===== config.mk =====
export PLATFORM = sky130hd
export DESIGN_NAME = lpi_back
export DESIGN_NICKNAME = d
export VERILOG_FILES = /design/src/rtl/lpi_pkg.sv /design/src/rtl/lpi_back.sv
export SDC_FILE = /design/constraint.sdc
export NUM_CORES = 1
export LEC_CHECK = 0
export BUFFER_PORTS_ARGS = -buffer_cell sky130_fd_sc_hd__buf_2
export CORE_MARGIN = 10
export CORE_UTILIZATION = 35
export DETAILED_ROUTE_END_ITERATION = 8
export PLACE_DENSITY = 0.67
export SLEW_MARGIN = 20
export SYNTH_ARGS = -nofsm -noshare
export SYNTH_HDL_FRONTEND = slang
export SYNTH_SLANG_ARGS = --single-unit

===== constraint.sdc =====
create_clock -name clk -period 15.1 [get_ports clk]
set_clock_uncertainty 0.2 [all_clocks]
set_input_delay 3.02 -clock clk [delete_from_list [all_inputs] [get_ports clk]]
set_output_delay 3.02 -clock clk [all_outputs]
set_load 0.005 [all_outputs]

===== src/rtl/lpi_pkg.sv =====
// shared types, widths and constants for the line pair intersection block
package lpi_pkg;

  localparam int COORD_BITS      = 24;
  localparam int PARAM_FRAC_BITS = 16;
  localparam int MIN_DET_BITS    = 20;
  localparam int PARAM_BITS      = 32;

  // differences of two coordinates
  localparam int DIFF_BITS = COORD_BITS + 1;
  // product of two differences
  localparam int PROD_BITS = 2 * DIFF_BITS;
  // difference of two products (determinant and numerators)
  localparam int NUM_BITS  = PROD_BITS + 1;
  // magnitudes
  localparam int MAG_BITS  = NUM_BITS;
  // quotient bits: integer part of |num|/|den| plus fraction bits
  localparam int QUO_BITS  = MAG_BITS + PARAM_FRAC_BITS;
  // partial remainder needs one extra bit over the divisor
  localparam int REM_BITS  = MAG_BITS + 1;
  // quotient bits held per cell; one bit resolved per cell
  localparam int CAP_BITS  = PARAM_BITS + 2;
  localparam logic [CAP_BITS-1:0] QCAP = CAP_BITS'(64'd1 << (PARAM_BITS + 1));

  typedef logic signed [COORD_BITS-1:0] coord_t;
  typedef logic signed [NUM_BITS-1:0]   num_t;
  typedef logic [MAG_BITS-1:0]          mag_t;
  typedef logic [REM_BITS-1:0]          rem_t;
  typedef logic [CAP_BITS-1:0]          quo_t;

  // one division lane as carried down the chain
  typedef struct packed {
    rem_t rem;
    mag_t num;   // remaining dividend bits, msb first
    quo_t quo;
    logic neg;
  } lane_t;

  // per-item control carried beside the lanes
  typedef struct packed {
    logic valid;
    logic found;
  } ctl_t;

endpackage


===== src/rtl/lpi_back.sv =====
// back end: clamp, sign and result register
module lpi_back (
  input  logic                                 clk,
  input  logic                                 rst,
  input  lpi_pkg::ctl_t                        ctl_in,
  input  lpi_pkg::lane_t                       lane1_in,
  input  lpi_pkg::lane_t                       lane2_in,
  output logic                                 done,
  output logic                                 found,
  output logic signed [lpi_pkg::PARAM_BITS-1:0] first_param,
  output logic signed [lpi_pkg::PARAM_BITS-1:0] second_param,
  output logic                                 clipped
);
  import lpi_pkg::*;

  typedef logic [PARAM_BITS-1:0] par_t;

  logic c1, c2;
  par_t q1, q2;

  function automatic par_t finish(lane_t l, output logic c);
    quo_t lim;
    quo_t q;
    lim = l.neg ? quo_t'(64'd1 << (PARAM_BITS - 1))
                : quo_t'((64'd1 << (PARAM_BITS - 1)) - 64'd1);
    q = l.quo;
    c = 1'b0;
    if (q > lim) begin
      q = lim;
      c = 1'b1;
    end
    if (l.neg) q = -q;
    return q[PARAM_BITS-1:0];
  endfunction

  always_comb begin
    q1 = finish(lane1_in, c1);
    q2 = finish(lane2_in, c2);
  end

  always_ff @(posedge clk) begin
    if (rst) begin
      done <= 1'b0;
    end else begin
      done <= ctl_in.valid;
    end
    found        <= ctl_in.found;
    first_param  <= ctl_in.found ? q1 : '0;
    second_param <= ctl_in.found ? q2 : '0;
    clipped      <= ctl_in.found & (c1 | c2);
  end

endmodule


Word level (Yosys, flattened, before mapping)
Index checks and enable logic that the tools add are counted.
Word-level totals
  word-level logic and storage cells: 19
  output and inout port bits: 67
  flip-flop bits (word level): 67
  input bits: 280
Cells by class
  bitwise logic cells: 2
  mux-type cells: 8
  add/sub/neg operators: 2
  $lt $le $gt $ge: 2
Operators by type and width (count)
  $mux W32: 6
  $gt A34 B32 Y1: 2
  $neg A32 Y32: 2
  $mux W1: 2
  $and A1 B1 Y1: 1
  $or A1 B1 Y1: 1

Logic depth before layout (Yosys ltp)
  word-level depth: 5
  mapped depth: 20

Worst setup path before layout
No wires, ideal clock.
  path type: input -> register
  from: input lane1_in[0] in the netlist's numbering
  to: register first_param[26] in the netlist's numbering
  buffers on the path: 3
  setup slack: 7.909 ns
  data arrival time: 6.873 ns
  cell stages on the path: 18
  required time: 14.781 ns
  cell sequence: inv_2 clkbuf_1 ha_1 and4bb_1 nand4_1 or2_2 o41ai_4 o31ai_2 clkbuf_1 a21oi_1 ha_1 clkbuf_1 inv_1 nor3_1 nand3_1 o41ai_2 a22oi_1 o221a_2
Between the ends
  cells in the longest elaborated chain, start to end: 5
RTL lines
  start: declaration: line lpi_back.sv:6  | input lpi_pkg::lane_t lane1_in,
  $mux W32: line lpi_back.sv:24  | lim = l.neg ? quo_t'(64'd1 << (PARAM_BITS - 1))
  $gt A34 B32 Y1: line lpi_back.sv:28  | if (q > lim) begin
  $mux W32: line lpi_back.sv:28
  $neg A32 Y32: line lpi_back.sv:32  | if (l.neg) q = -q;
  $mux W32 (*): line lpi_back.sv:32
  end signal: assignment: line lpi_back.sv:48  | first_param <= ctl_in.found ? q1 : '0;
  end: declaration: line lpi_back.sv:10  | output logic signed [lpi_pkg::PARAM_BITS-1:0] first_param,
Mark *: on every way between the ends. The rest lies on a longest branch, timed or not.
A chain may end at the register's enable or synchronous reset.

Worst setup path in the final report
  from: input lane2_in[0] in the netlist's numbering
  to: register second_param[22] in the netlist's numbering
Between the ends
  cells in the longest elaborated chain, start to end: 5
RTL lines
  start: declaration: line lpi_back.sv:7  | input lpi_pkg::lane_t lane2_in,
  $mux W32: line lpi_back.sv:24
  $gt A34 B32 Y1: line lpi_back.sv:28
  $mux W32: line lpi_back.sv:28
  $neg A32 Y32: line lpi_back.sv:32
  $mux W32 (*): line lpi_back.sv:32
  end signal: assignment: line lpi_back.sv:49  | second_param <= ctl_in.found ? q2 : '0;
  end: declaration: line lpi_back.sv:11  | output logic signed [lpi_pkg::PARAM_BITS-1:0] second_param,
Marks and branches as above.

==> results_dict.tcl <==
set metrics [dict create \
    num_rows 45 \
    initial_core_util_pct 35.5 \
    cp-end-kind "flip-flop" \
    crit_path_frequent_cell "ha_1" \
    avgSynthCellArea_um2 7.95 \
    crit_chain "buf_2 -> buf_4 -> inv_1 -> ha_1 -> nand4_1 -> nor3_1 -> a221o_1 -> nor3b_1 -> a21o_1 -> nor2_1 -> a21oi_1 -> ha_1 -> nand4b_1 -> or3_1 -> o211a_1 -> o21ai_0 -> o311a_1" \
    num_vias 5801 \
    viasPerCell 5.86 \
    synthTopCellsByCount "74 x nor2_1, 67 x dfxtp_1, 66 x ha_1" \
    floorplan.die.width_um 144 \
    final_nets 1142 \
    crit_fanout 68 \
    yosys.area.top_type_share_pct 24.9 \
    ctsResizeCount 0 \
    yosysTopAreaCell "dfxtp_1" \
    cp-start-kind "input pin" \
    syn2layout_area_growth_pct 21.3 \
    port_buffers 140 \
    irDropWorstVdd_uv 71.7 \
    fmax_mhz 115 \
    drc 0 \
    path_clk_slew_ns 0.06 \
    cts_tree "yes" \
    async_reset_ff_share_pct 0 \
    cts_sinks 67 \
    multi_input_area_um2 3840 \
    syn_nets 1023 \
    cts_buffers 9 \
    grt_setup_unrepaired "no" \
    grt_pass1_vias 5628 \
    cap_violations 0 \
    die_y_um 144 \
    powerDensity_nw_per_um2 84.6 \
    max_stage_delay_ns 0.71 \
    clock_path_buffers 2 \
    drive_above_1_share_pct 22.3 \
    die-area_um2 20700 \
    grt_max_degree 69 \
    htreeDepth 3 \
    synth-edff-count 0 \
    tightest_slew_ns 1.04 \
    dr.pass1.iters 5 \
    syn_inst 677 \
    ant_nets 0 \
    hold_class "in2reg" \
    synth-seq-cells 67 \
    slew-limit-headroom_pct 30.6 \
    synth_ff_type "dfxtp_1" \
    yosysUniqueCellTypes 77 \
    wire_per_inst_um 18.4 \
    synth_area_leaders "dfxtp_1 25%, ha_1 15%, a21oi_1 6.0%, nor2_1 5.2%, o21ai_0 4.2%" \
    io_pins 347 \
    timing.final.crit_period_ns 8.71 \
    drt_iter0_markers 500 \
    yosys_warnings 0 \
    fin_tns_setup_ns 0 \
    worstSetupPathType "in2reg" \
    slowest_stage "a21o_1" \
    dp_hpwl_um 13400 \
    period_share_pct 57.7 \
    finalHoldViolations 0 \
    coreArea_um2 15100 \
    postLayoutCoreUtil_pct 43.1 \
    antenna_found_initial 4 \
    yosysSeqAreaShare_pct 24.9 \
    routabilityCongestion 0.890 \
    cts_root_buf "clkbuf_16" \
    grt_pass1_wl_um 29500 \
    cp_data_arrival_time_ns 8.79 \
    n_fill_cell 1554 \
    critPathRequiredTime_ns 15.18 \
    netlist_area_um2 5380 \
    overflow 0 \
    outcome "complete, no violations" \
    cts_hold_buffers 0 \
    grt.total_usage_pct 17.7 \
    setup_viol 0 \
    cts_setup_buffers 0 \
    slew_viol_final 0 \
    wl_um 18200 \
    synth.most_common_cell "nor2_1" \
    seq_area_um2 1340 \
    cellLeakagePower_uw 0.00280 \
]
==> power breakdown <==
group / total, uW / switching (uW) / internal (uW) / leakage, uW
registers: 195 / 3.39 / 191 / 0.000561
logic: 134 / 81.5 / 52.9 / 0.00209
clock network: 223 / 90.4 / 132 / 0.000148
total: 552 / 175 / 377 / 0.00280
==> critical path, delay by kind of cell <==
kind,cells,cell delay (ns)
AO/OA/AOI/OAI,6,1.80
adder cells (fa/ha/maj),2,0.89
AND/OR/NAND/NOR,6,1.85
buffers and inverters,3,1.20
==> cell usage in the layout, fill, tap and decap left out, drive strengths merged, types with 18 or more instances in the layout <==
| cell | netlist | layout |
|---|---|---|
| buf | 7 | 147 |
| nor3 | 39 | 39 |
| nor2 | 74 | 74 |
| nor4 | 18 | 18 |
| dfxtp | 67 | 67 |
| nand4 | 18 | 18 |
| ha | 66 | 66 |
| mux2i | 19 | 19 |
| nand2 | 31 | 31 |
| a21oi | 64 | 64 |
| o21ai | 46 | 46 |
| nand3 | 18 | 18 |
==> worst paths after layout <==
path	endpoint	depth (start not counted)	slack, ns	from
setup / recovery	second_param[22]	17	6.39	lane2_in[0]
hold / removal	done	2	2.62	rst
==> area by class of cell <==
| cell class | instances | share of cell area [%] |
|---|---|---|
| Multi-Input combinational cell | 558 | 58.9 |
| Antenna cell | 1 | 0.0383 |
| Timing Repair Buffer | 147 | 11.5 |
| Inverter | 13 | 0.748 |
| Clock inverter | 6 | 0.997 |
| Tap cell | 188 | 3.60 |
| Clock buffer | 10 | 3.66 |
| Sequential cell | 67 | 20.5 |
==> registers in the layout, indices dropped and copies added (netlist names) <==
name,cells
first_param,32
clipped,1
second_param,32
done,1
found,1
==> cells by family after synthesis <==
kind of cell | count (synthesis) | synth area share, %
compound gates | 213 | 26.7
xor+xnor | 4 | 0.651
fa+ha+maj | 66 | 15.3
buf+inv | 52 | 3.77
flops | 67 | 24.9
mux | 19 | 3.53
simple gates | 256 | 25.1
==> per-layer routing <==
layer / up-vias / wire (um) / global-route usage (%)
met5: - / 42 / 0
met4: 6 / 303 / 5.70
met3: 26 / 1710 / 6.33
met2: 212 / 8460 / 29.3
met1: 2688 / 7730 / 20.8
li1: 2869 / - / -
==> through the flow <==
| step | hold slack [ns] | total power (uW) | area, um2 | instances | setup WS (ns) |
|---|---|---|---|---|---|
| detailed placement | 2.98 | 333 | 6220 | 973 | 6.15 |
| global placement | 2.98 | 332 | 6220 | 973 | 6.16 |
| global route | 2.62 | 581 | 6530 | 989 | 5.93 |
| finish | 2.62 | 552 | 6530 | 990 | 6.39 |
| CTS | 2.61 | 557 | 6530 | 989 | 6.50 |
| floorplan | 2.85 | 273 | 5380 | 677 | 7.91 |
Power figures use the tool's default switching activity.
