==> src/rtl/lpi_pkg.sv <==
// shared types, widths and constants for the line pair intersection block
package lpi_pkg;

  localparam int COORD_BITS      = 24;
  localparam int PARAM_FRAC_BITS = 16;
  localparam int MIN_DET_BITS    = 20;
  localparam int PARAM_BITS      = 32;

  // differences of two coordinates
  localparam int DIFF_BITS = COORD_BITS + 1;
  // product of two differences
  localparam int PROD_BITS = 2 * DIFF_BITS;
  // difference of two products (determinant and numerators)
  localparam int NUM_BITS  = PROD_BITS + 1;
  // magnitudes
  localparam int MAG_BITS  = NUM_BITS;
  // quotient bits: integer part of |num|/|den| plus fraction bits
  localparam int QUO_BITS  = MAG_BITS + PARAM_FRAC_BITS;
  // partial remainder needs one extra bit over the divisor
  localparam int REM_BITS  = MAG_BITS + 1;
  // quotient bits held per cell; one bit resolved per cell
  localparam int CAP_BITS  = PARAM_BITS + 2;
  localparam logic [CAP_BITS-1:0] QCAP = CAP_BITS'(64'd1 << (PARAM_BITS + 1));

  typedef logic signed [COORD_BITS-1:0] coord_t;
  typedef logic signed [NUM_BITS-1:0]   num_t;
  typedef logic [MAG_BITS-1:0]          mag_t;
  typedef logic [REM_BITS-1:0]          rem_t;
  typedef logic [CAP_BITS-1:0]          quo_t;

  // one division lane as carried down the chain
  typedef struct packed {
    rem_t rem;
    mag_t num;   // remaining dividend bits, msb first
    quo_t quo;
    logic neg;
  } lane_t;

  // per-item control carried beside the lanes
  typedef struct packed {
    logic valid;
    logic found;
  } ctl_t;

endpackage

==> src/rtl/lpi_cell.sv <==
// one restoring division step for both lanes, registered
module lpi_cell (
  input  logic            clk,
  input  logic            rst,
  input  lpi_pkg::ctl_t   ctl_in,
  input  lpi_pkg::mag_t   den_in,
  input  lpi_pkg::lane_t  lane1_in,
  input  lpi_pkg::lane_t  lane2_in,
  output lpi_pkg::ctl_t   ctl_out,
  output lpi_pkg::mag_t   den_out,
  output lpi_pkg::lane_t  lane1_out,
  output lpi_pkg::lane_t  lane2_out
);
  import lpi_pkg::*;

  function automatic lane_t step(lane_t l, mag_t d);
    rem_t  r;
    quo_t  q;
    lane_t o;
    r = {l.rem[REM_BITS-2:0], l.num[MAG_BITS-1]};
    q = {l.quo[CAP_BITS-2:0], 1'b0};
    if (r >= rem_t'(d)) begin
      r = r - rem_t'(d);
      q[0] = 1'b1;
    end
    if (q > QCAP) q = QCAP;
    // saturated state never leaves the cap, so doubling of a capped value stays safe
    if (l.quo >= QCAP) q = QCAP;
    o.rem = r;
    o.num = {l.num[MAG_BITS-2:0], 1'b0};
    o.quo = q;
    o.neg = l.neg;
    return o;
  endfunction

  always_ff @(posedge clk) begin
    if (rst) begin
      ctl_out <= '0;
    end else begin
      ctl_out <= ctl_in;
    end
    den_out   <= den_in;
    lane1_out <= step(lane1_in, den_in);
    lane2_out <= step(lane2_in, den_in);
  end

endmodule

==> config.mk <==
export PLATFORM = sky130hd
export DESIGN_NAME = lpi_cell
export DESIGN_NICKNAME = d
export VERILOG_FILES = /design/src/rtl/lpi_pkg.sv /design/src/rtl/lpi_cell.sv
export SDC_FILE = /design/constraint.sdc
export NUM_CORES = 1
export LEC_CHECK = 0
export BUFFER_PORTS_ARGS = -buffer_cell sky130_fd_sc_hd__clkbuf_2
export CAP_MARGIN = 20
export CORE_AREA = 2 2 254 256
export CTS_BUF_LIST = sky130_fd_sc_hd__clkbuf_4
export CTS_CLUSTER_SIZE = 16
export DETAILED_ROUTE_END_ITERATION = 16
export DIE_AREA = 0 0 256 258
export PLACE_DENSITY = 0.49
export SLEW_MARGIN = 10
export SYNTH_ARGS = -nofsm -noshare
export SYNTH_HDL_FRONTEND = slang
export SYNTH_SLANG_ARGS = --single-unit
export TNS_END_PERCENT = 50
==> constraint.sdc <==
create_clock -name clk -period 5.25 [get_ports clk]
set_clock_uncertainty 0.2 [all_clocks]
set_input_delay 0 -clock clk [delete_from_list [all_inputs] [get_ports clk]]
set_output_delay 0 -clock clk [all_outputs]
set_load 0.1 [all_outputs]
==> results of run 1 <==
-- through the flow --
step                setup slack [ns]  std cells  cell area (µm²)  hold slack [ns]  util [%]
global placement               0.958       2992            18400          -0.0971      29.0
detailed placement             0.965       2992            18400          -0.0961      29.0
floorplan                       2.31       1526            14200           -0.172         -
-- cell families after synthesis --
| family | share of synthesized area [%] |
|---|---|
| other | 0.0264 |
| flip-flops | 46.0 |
| buffers and inverters | 3.86 |
| AND/OR/NAND/NOR | 14.6 |
| multiplexers | 1.34 |
| XOR/XNOR | 5.97 |
| AO/OA/AOI/OAI | 18.9 |
| adder cells (fa/ha/maj) | 9.26 |
-- synthesized netlist by cell type, drive strengths merged (3+ instances only) --
cell,instances,area (µm²)
a211o,4,35.0
a211oi,15,118
a21o,55,413
a21oi,150,754
a221oi,3,26.3
a31oi,13,118
a41oi,3,26.3
and2,16,100
and3,11,68.8
and4,3,26.3
buf,25,139
clkbuf,31,118
dfxtp,327,6550
ha,102,1280
inv,78,293
mux2,16,180
nand2,130,490
nand2b,11,68.8
nand3,15,75.1
nand4,27,169
nor2,99,372
nor2b,63,394
nor3,16,85.1
nor4,18,113
o211a,4,40.0
o211ai,9,72.6
o21a,13,97.6
o21ai,97,485
o21bai,20,150
o31a,3,26.3
o31ai,9,67.6
or3,5,36.3
or4,4,30.0
xnor2,52,455
xor2,45,394
==> qor.yml, run 1 <==
ctsHoldBuffers: 632
cts_max_level: 3
async_flop_share_pct: 0
synth-edff-count: 0
boundaryPins: 660
initial_core_util_pct: 22.3
synthFlopType: "dfxtp_1"
yosysSeqAreaShare_pct: 46.0
numCtsBuffers: 94
stop_stage: "4_1_cts"
error_line: "[ERROR RSZ-0060] Max buffer count reached."
fp.dieH_um: 258
clockRootBuffer: "clkbuf_4"
synthCells: 1525
post_cts_buffers: 0
die_w_um: 256
post_cts_resized: 0
syn_avg_cell_area_um2: 9.32
io_buffer_count: 655
netlist_area_um2: 14200
post-dp-hpwl_um: 54200
rows: 93
ys_ff_latch: 327
cts_buffer_depth: 3
gp_congestion: 0.894
ys_types: 70
clkSinkCount: 327
status: "stopped before the end"
synth_warnings: 0
==> run 2, diff against run 1 <==
- CORE_AREA: 2 2 254 256 -> 2 2 257 259
- CTS_BUF_LIST: sky130_fd_sc_hd__clkbuf_4 -> default
- CTS_CLUSTER_SIZE: 16 -> default
- DIE_AREA: 0 0 256 258 -> 0 0 259 261
- PLACE_DENSITY: 0.49 -> default
- PLACE_DENSITY_LB_ADDON: default -> 0.15
==> qor.yml, run 2 <==
area_delta_synth_final_pct: 81.5
boundaryPins: 660
die_w_um: 259
final_cell_mix: "clkbuf_2, dlygate4sd3_1, dfxtp_1"
synth-edff-count: 0
hold_ws_ns: 0.0250
drv_cap: 0
yosysSeqAreaShare_pct: 46.0
post_cts_buffers: 0
vdd_ir_drop_max_mv: 0.241
fp.dieH_um: 261
finalSetupTns_ns: 0
cp-end-kind: "register"
layout-drive-gt1-share_pct: 27.3
synthCells: 1525
post-dp-hpwl_um: 53700
grt_pass1_wl_um: 100000
worst_pin_slew_ns: 0.765
cp_max_fo: 63
synth_common_cells: "dfxtp_1, a21oi_1, nand2_1, ha_1, nor2_1"
hp-start: "lane1_in[103]"
use_met1_pct: 21.9
syn_avg_cell_area_um2: 9.32
netlist_area_um2: 14200
io_buffer_count: 655
vias: 15900
grt.met2_usage_pct: 34.2
clockRootBuffer: "clkbuf_16"
ctsHoldBuffers: 601
drv_slew: 0
grt_pass1_vias: 16600
met3_usage_pct: 4.83
grt_use_total_pct: 19.6
critPathArrivalTime_ns: 5.05
final_common_cell: "clkbuf_2"
synth.most_common_cell: "dfxtp_1"
fmax_mhz: 210
synthTopCellsByArea: "dfxtp_1, ha_1, a21oi_1"
synthFlopType: "dfxtp_1"
cts_max_level: 2
hold_viol_final: 0
reg_top3: "lane1_out x137, lane2_out x137, den_out x51"
powerDensity_nw_per_um2: 369
drt_iter0_drc: 735
globalRouteOverflowTotal: 0
fin_crit_ns: 4.76
min_delay_worst_endpoint: "lane1_out[104]"
setup_violations: 0
fp.coreArea_um2: 65000
drtPass1Iterations: 5
nets: 3215
avgRoutedWirePerCell_um: 18.9
cts_tree: "yes"
wirelength_um: 69600
drcViolationCount: 0
globalRoute.busiestLayer: "met2"
die_area_um2: 67600
gp_congestion: 0.855
cts_buffer_depth: 3
synth.top_cell.area_share_pct: 46.0
initial_core_util_pct: 21.9
grt_antenna_before_repair: 9
ys_ff_latch: 327
cp-start-kind: "input pin"
synth_warnings: 0
rsz0062_at_grt: "false"
async_flop_share_pct: 0
p_leak_nw: 12.2
grt_max_degree: 64
holdPathStages: 4
synth_area_leader_cell: "dfxtp_1"
clk_pin_slew_worst_paths_ns: 0.06
numCtsBuffers: 41
post_cts_resized: 0
viasPerCell: 4.32
critPathRequiredTime_ns: 5.54
fin_crit_sh_pct: 90.6
ant_nets: 0
worst_slew_margin_rel_pct: 48.5
status: "finished, final reports clean"
ys_types: 70
clkSinkCount: 327
crit_type: "in2reg"
rows: 94
hold_class: "in2reg"
## run 2: cell counts after synthesis
No cell type changed its count.
## run 2: through the flow
stage | total power [mW] | setup slack (ns) | cell area (µm²) | util, % | std cells
after floorplan | 5.55 | 2.31 | 14200 | - | 1526
after global placement | 6.32 | 1.07 | 18500 | 28.4 | 3000
after detailed placement | 6.31 | 1.00 | 18500 | 28.4 | 3000
after CTS | 9.63 | 0.485 | 25800 | 39.7 | 3674
after global routing | 9.91 | 0.274 | 25800 | 39.7 | 3676
final | 9.52 | 0.492 | 25800 | 39.7 | 3677
## run 2: worst max-delay path, stage by stage
cell and delay (ns):
dlygate4sd3_1 0.54, clkbuf_2 0.16, inv_1 0.08, ha_1 0.38
nor2b_1 0.17, o21bai_1 0.20, a21oi_1 0.17, a2111oi_4 0.67
o211ai_2 0.31, a31oi_2 0.36, o211a_4 0.69, nand2_1 0.10
dlygate4sd3_1 0.57, o21ai_0 0.07, dlygate4sd3_1 0.56
## run 2: worst max-delay path by stage
stage	cells after the start	startpoint	slack, ns	end
6_report	15	den_in[2]	0.49	lane1_out[125]
2_1_floorplan	14	lane2_in[85]	2.31	lane2_out[100]
4_1_cts	15	den_in[0]	0.49	lane2_out[97]
5_1_grt	15	den_in[2]	0.27	lane1_out[125]
3_3_place_gp	13	den_in[0]	1.07	lane2_out[126]
3_5_place_dp	13	den_in[0]	1.00	lane2_out[97]
## run 2: area by class of cell
type	count	area, µm²
sequential	327	6550
antenna	3	7.51
fill	6457	39200
inverter	78	293
timing repair buffer	1267	9390
multi-input combinational	1065	7160
clock inverter	18	193
clock buffer	55	1140
tap	864	1080
## run 2: layer usage
metal / part of all wire [%] / up-vias
li1: - / 7860
met1: 40 / 7369
met2: 48 / 508
met3: 6.4 / 143
met4: 6.1 / 8
met5: 0.075 / -
## run 2: kinds of logic after synthesis
kind of cell / Yosys count / synth area share [%]
adder cells (fa/ha/maj): 104 / 9.26
AND/OR/NAND/NOR: 424 / 14.6
XOR/XNOR: 97 / 5.97
buffers and inverters: 134 / 3.86
AO/OA/AOI/OAI: 421 / 18.9
flip-flops: 327 / 46.0
other: 1 / 0.0264
multiplexers: 17 / 1.34
## run 2: where the power goes
part           internal (mW)  leakage, nW  switching [mW]
Clock                   1.68        0.648            1.17
Sequential              2.75         2.74          0.0879
Combinational          0.988         8.83            2.85
Total                   5.41         12.2            4.11
Power figures use the tool's default switching activity.
==> run 3, diff against run 2 <==
- CORE_AREA: 2 2 257 259 -> 3 3 258 260
- DIE_AREA: 0 0 259 261 -> 0 0 261 263
- clock period: 5.25 -> 4 ns (I/O delays scaled with it)
==> qor.yml, run 3 (synthesis gave the netlist of run 2 again) <==
gp_congestion: 0.848
fp.coreArea_um2: 64300
vdd_ir_drop_max_mv: 0.445
clkSinkCount: 327
final_cell_mix: "clkbuf_2, dlygate4sd3_1, dfxtp_1"
cts_tree: "yes"
grt_max_degree: 54
die_w_um: 261
status: "finished, final reports clean"
setup_violations: 0
final_area_um2: 25300
area_delta_synth_final_pct: 77.8
fin_crit_sh_pct: 95.0
cpMaxStageDelayCell: "dlygate4sd3_1"
numCtsBuffers: 41
initial_core_util_pct: 22.1
clockRootBuffer: "clkbuf_16"
drv_slew: 0
drv_cap: 0
hold_class: "in2reg"
fp.dieH_um: 263
hold_viol_final: 0
viasPerCell: 4.34
rsz0062_at_grt: "false"
crit_family: "compound AO/OA/AOI/OAI gates"
cts_buffer_depth: 3
min_delay_worst_endpoint: "lane1_out[104]"
hp-start: "lane1_in[103]"
layout-drive-gt1-share_pct: 29.1
crit_type: "in2reg"
worst_pin_slew_ns: 0.735
fmax_mhz: 263
avgRoutedWirePerCell_um: 19.4
vias: 15700
finalSetupTns_ns: 0
crit_chain: "dlygate4sd3_1 > clkbuf_2 > inv_1 > ha_1 > nand2b_1 > a211oi_2 > o211ai_1 > buf_4 > a2111o_1 > a31oi_4 > a21oi_2 > a31oi_4 > a41oi_1 > xor2_1 > o21ai_0 > dlygate4sd3_1"
ant_nets: 0
boundaryPins: 660
drt_iter0_drc: 665
drtPass1Iterations: 5
grt_pass1_wl_um: 102000
clk_pin_slew_worst_paths_ns: 0.06
worst_slew_margin_rel_pct: 51.2
holdPathStages: 4
slowest_delay_ns: 0.60
globalRouteOverflowTotal: 0
cp-start-kind: "input pin"
reg_top3: "lane1_out x137, lane2_out x137, den_out x51"
final_common_cell: "clkbuf_2"
powerDensity_nw_per_um2: 499
drcViolationCount: 0
cp-end-kind: "register"
critPathArrivalTime_ns: 4.09
grt_use_total_pct: 19.6
post-dp-hpwl_um: 55700
die_area_um2: 68600
hold_ws_ns: 0.0352
post_dp_cell_area_um2: 18600
cts_max_level: 2
fin_crit_ns: 3.80
p_total_mw: 12.6
critPathRequiredTime_ns: 4.29
path_buf_inv: 5
rows: 93
io_buffer_count: 655
wirelength_um: 70000
grt_pass1_vias: 16500
cp_max_fo: 5
p_leak_nw: 12.0
nets: 3152
grt_antenna_before_repair: 15
-- run 3: changes by cell type in the layout (fill, tap and decap cells not counted), moves of 3 or more --
cell,delta
bufinv_16,+3
clkinv_4,+3
dlygate4sd3_1,-85
buf_4,+18
buf_12,+4
clkbuf_1,-5
clkinv_2,+3
diode_2,+5
-- run 3: routing by layer --
layer | track usage [%] | wire, µm | vias to the layer above
met1 | 22.1 | 27700 | 7224
met4 | 7.94 | 3100 | 12
met5 | 0 | 74 | -
met2 | 35.3 | 34700 | 545
li1 | - | - | 7751
met3 | 4.49 | 4500 | 125
-- run 3: worst min-delay path: stages --
cell and delay, ns:
dlygate4sd3_1 0.52, clkbuf_2 0.12, nand2_1 0.04, o21ai_0 0.06
-- run 3: per-stage QoR --
stage,instances,utilization [%],setup WS (ns)
2_1_floorplan,1526,-,1.06
3_3_place_gp,3010,29.0,0.302
3_5_place_dp,3010,29.0,0.230
4_1_cts,3600,39.2,0.0360
5_1_grt,3608,39.3,0.0182
6_report,3611,39.3,0.198
-- run 3: how the worst max path moves through the flow --
| stage | startpoint | endpoint | slack (ns) | cells after the start |
|---|---|---|---|---|
| after floorplan | lane2_in[85] | lane2_out[100] | 1.06 | 14 |
| final | den_in[1] | lane1_out[135] | 0.20 | 16 |
| after global placement | lane2_in[85] | lane2_out[102] | 0.30 | 15 |
| after detailed placement | den_in[0] | lane2_out[101] | 0.23 | 16 |
| after global routing | den_in[0] | lane2_out[135] | 0.02 | 16 |
| after CTS | den_in[18] | lane1_out[95] | 0.04 | 15 |
-- run 3: area by class of cell --
type	count	area [µm²]
inverter	78	293
clock buffer	51	1130
timing repair buffer	1204	8750
tap	855	1070
multi-input combinational	1065	7180
antenna	8	20.0
clock inverter	23	289
sequential	327	6550
fill	6442	39100
-- run 3: repair_timing --
action,in CTS,in global routing
hold buffers,516,0
buffers inserted,0,3
hold endpoints to repair,327,0
endpoints found under the setup margin,0,32
resized for setup,0,4
-- run 3: power by group --
group | switching (mW) | internal (mW) | total, mW
clock network | 1.50 | 2.40 | 3.91
registers | 0.115 | 3.60 | 3.72
logic | 3.75 | 1.25 | 5.00
total | 5.37 | 7.26 | 12.6
==> run 4, diff against run 3 <==
- CELL_PAD_IN_SITES_DETAIL_PLACEMENT: default -> 0
- CELL_PAD_IN_SITES_GLOBAL_PLACEMENT: default -> 2
- CORE_AREA: 3 3 258 260 -> 3 3 255 257
- DIE_AREA: 0 0 261 263 -> 0 0 258 260
==> qor.yml, run 4 (synthesis gave the netlist of run 2 again) <==
grt_max_degree: 47
final_common_cell: "clkbuf_2"
die_area_um2: 67100
hold_class: "in2reg"
p_total_mw: 12.5
grt_pass1_vias: 16500
drtPass1Iterations: 5
grt_use_total_pct: 20.8
grt_antenna_before_repair: 15
clk_pin_slew_worst_paths_ns: 0.06
crit_family: "compound AO/OA/AOI/OAI gates"
worst_slew_margin_rel_pct: 26.8
cts_buffer_depth: 3
rsz0062_at_grt: "false"
status: "finished, final reports clean"
numCtsBuffers: 41
setup_violations: 0
boundaryPins: 660
io_buffer_count: 655
nets: 3179
critPathArrivalTime_ns: 4.04
final_cell_mix: "clkbuf_2, dlygate4sd3_1, dfxtp_1"
slowest_delay_ns: 0.58
fmax_mhz: 263
reg_top3: "lane1_out x137, lane2_out x137, den_out x51"
worst_pin_slew_ns: 1.09
area_delta_synth_final_pct: 79.1
fp.dieH_um: 260
p_leak_nw: 12.0
vdd_ir_drop_max_mv: 0.410
drv_cap: 0
rows: 92
ant_nets: 0
fp.coreArea_um2: 63000
powerDensity_nw_per_um2: 489
avgRoutedWirePerCell_um: 20.2
initial_core_util_pct: 22.6
cpMaxStageDelayCell: "dlygate4sd3_1"
crit_chain: "dlygate4sd3_1 > clkbuf_2 > inv_1 > ha_1 > o211ai_1 > a21oi_1 > o22a_1 > a211oi_4 > o21ai_1 > a21oi_2 > o21a_1 > o31ai_1 > xnor2_1 > a21oi_1 > dlygate4sd3_1"
fin_crit_ns: 3.80
finalSetupTns_ns: 0
grt_pass1_wl_um: 105000
cp-start-kind: "input pin"
cts_max_level: 2
setup.worst_path.start: "den_in[2]"
critPathRequiredTime_ns: 4.24
hold_viol_final: 0
path_buf_inv: 4
layout-drive-gt1-share_pct: 28.3
post-dp-hpwl_um: 58000
drv_slew: 0
vias: 15700
nFillCells: 6453
globalRouteOverflowTotal: 0
die_w_um: 258
hp-start: "lane1_in[102]"
wirelength_um: 73300
drt_iter0_drc: 795
drcViolationCount: 0
cts_tree: "yes"
viasPerCell: 4.32
gp_congestion: 0.817
clkSinkCount: 327
crit_type: "in2reg"
cp_max_fo: 5
clockRootBuffer: "clkbuf_16"
fin_crit_sh_pct: 94.9
cp-end-kind: "register"
[run 4: cell count changes in the layout (fill, tap and decap cells not counted), sizes merged]
cell         before  now
buf              33   30
o211a             4    5
clkbuf          706  711
bufinv            6    3
diode             8   11
dlygate4sd3     516  545
clkinvlp          2    1
clkinv           13    9
inv              80   79
[run 4: through the flow]
stage	instances	util, %	hold slack [ns]	setup slack [ns]	area (µm²)
after detailed placement	2998	29.5	-0.0961	0.129	18600
final	3628	40.4	0.0287	0.203	25500
after global placement	2998	29.5	-0.0974	0.147	18600
after CTS	3613	40.3	0.00123	0.0364	25400
after floorplan	1526	-	-0.172	1.06	14200
after global routing	3625	40.4	0.0355	0.00385	25500
[run 4: report_power, final]
part           total [mW]  leakage (nW)  switching [mW]  internal [mW]
clock                3.71         0.644            1.52           2.19
combinational        5.02          8.61            3.77           1.25
sequential           3.72          2.74           0.119           3.60
total                12.5          12.0            5.41           7.04
[run 4: area by class of cell]
cell class	count	area, µm²	share of cell area [%]
Timing Repair Buffer	1230	9020	35.4
Multi-Input combinational cell	1066	7200	28.3
Sequential cell	327	6550	25.7
Clock buffer	56	1130	4.45
Tap cell	846	1060	4.16
Inverter	78	293	1.15
Clock inverter	14	189	0.742
Antenna cell	11	27.5	0.108
[run 4: final timing paths]
path              slack (ns)  cells after the start             end
setup / recovery        0.20                     15  lane2_out[135]
hold / removal          0.03                      4  lane1_out[103]
[run 4: timing repair]
action	CTS	global route
setup endpoints to repair	0	17
hold buffers	545	0
resized for setup	0	5
hold endpoints to repair	327	0
setup buffers	0	3
[run 4: per-layer routing]
layer | wire length [µm] | GRT usage (%) | share of wire, %
met5 | 23 | 0 | 0.031
met4 | 2970 | 8.83 | 4.1
met3 | 4240 | 4.69 | 5.8
met2 | 34700 | 34.9 | 47
met1 | 31300 | 25.6 | 43
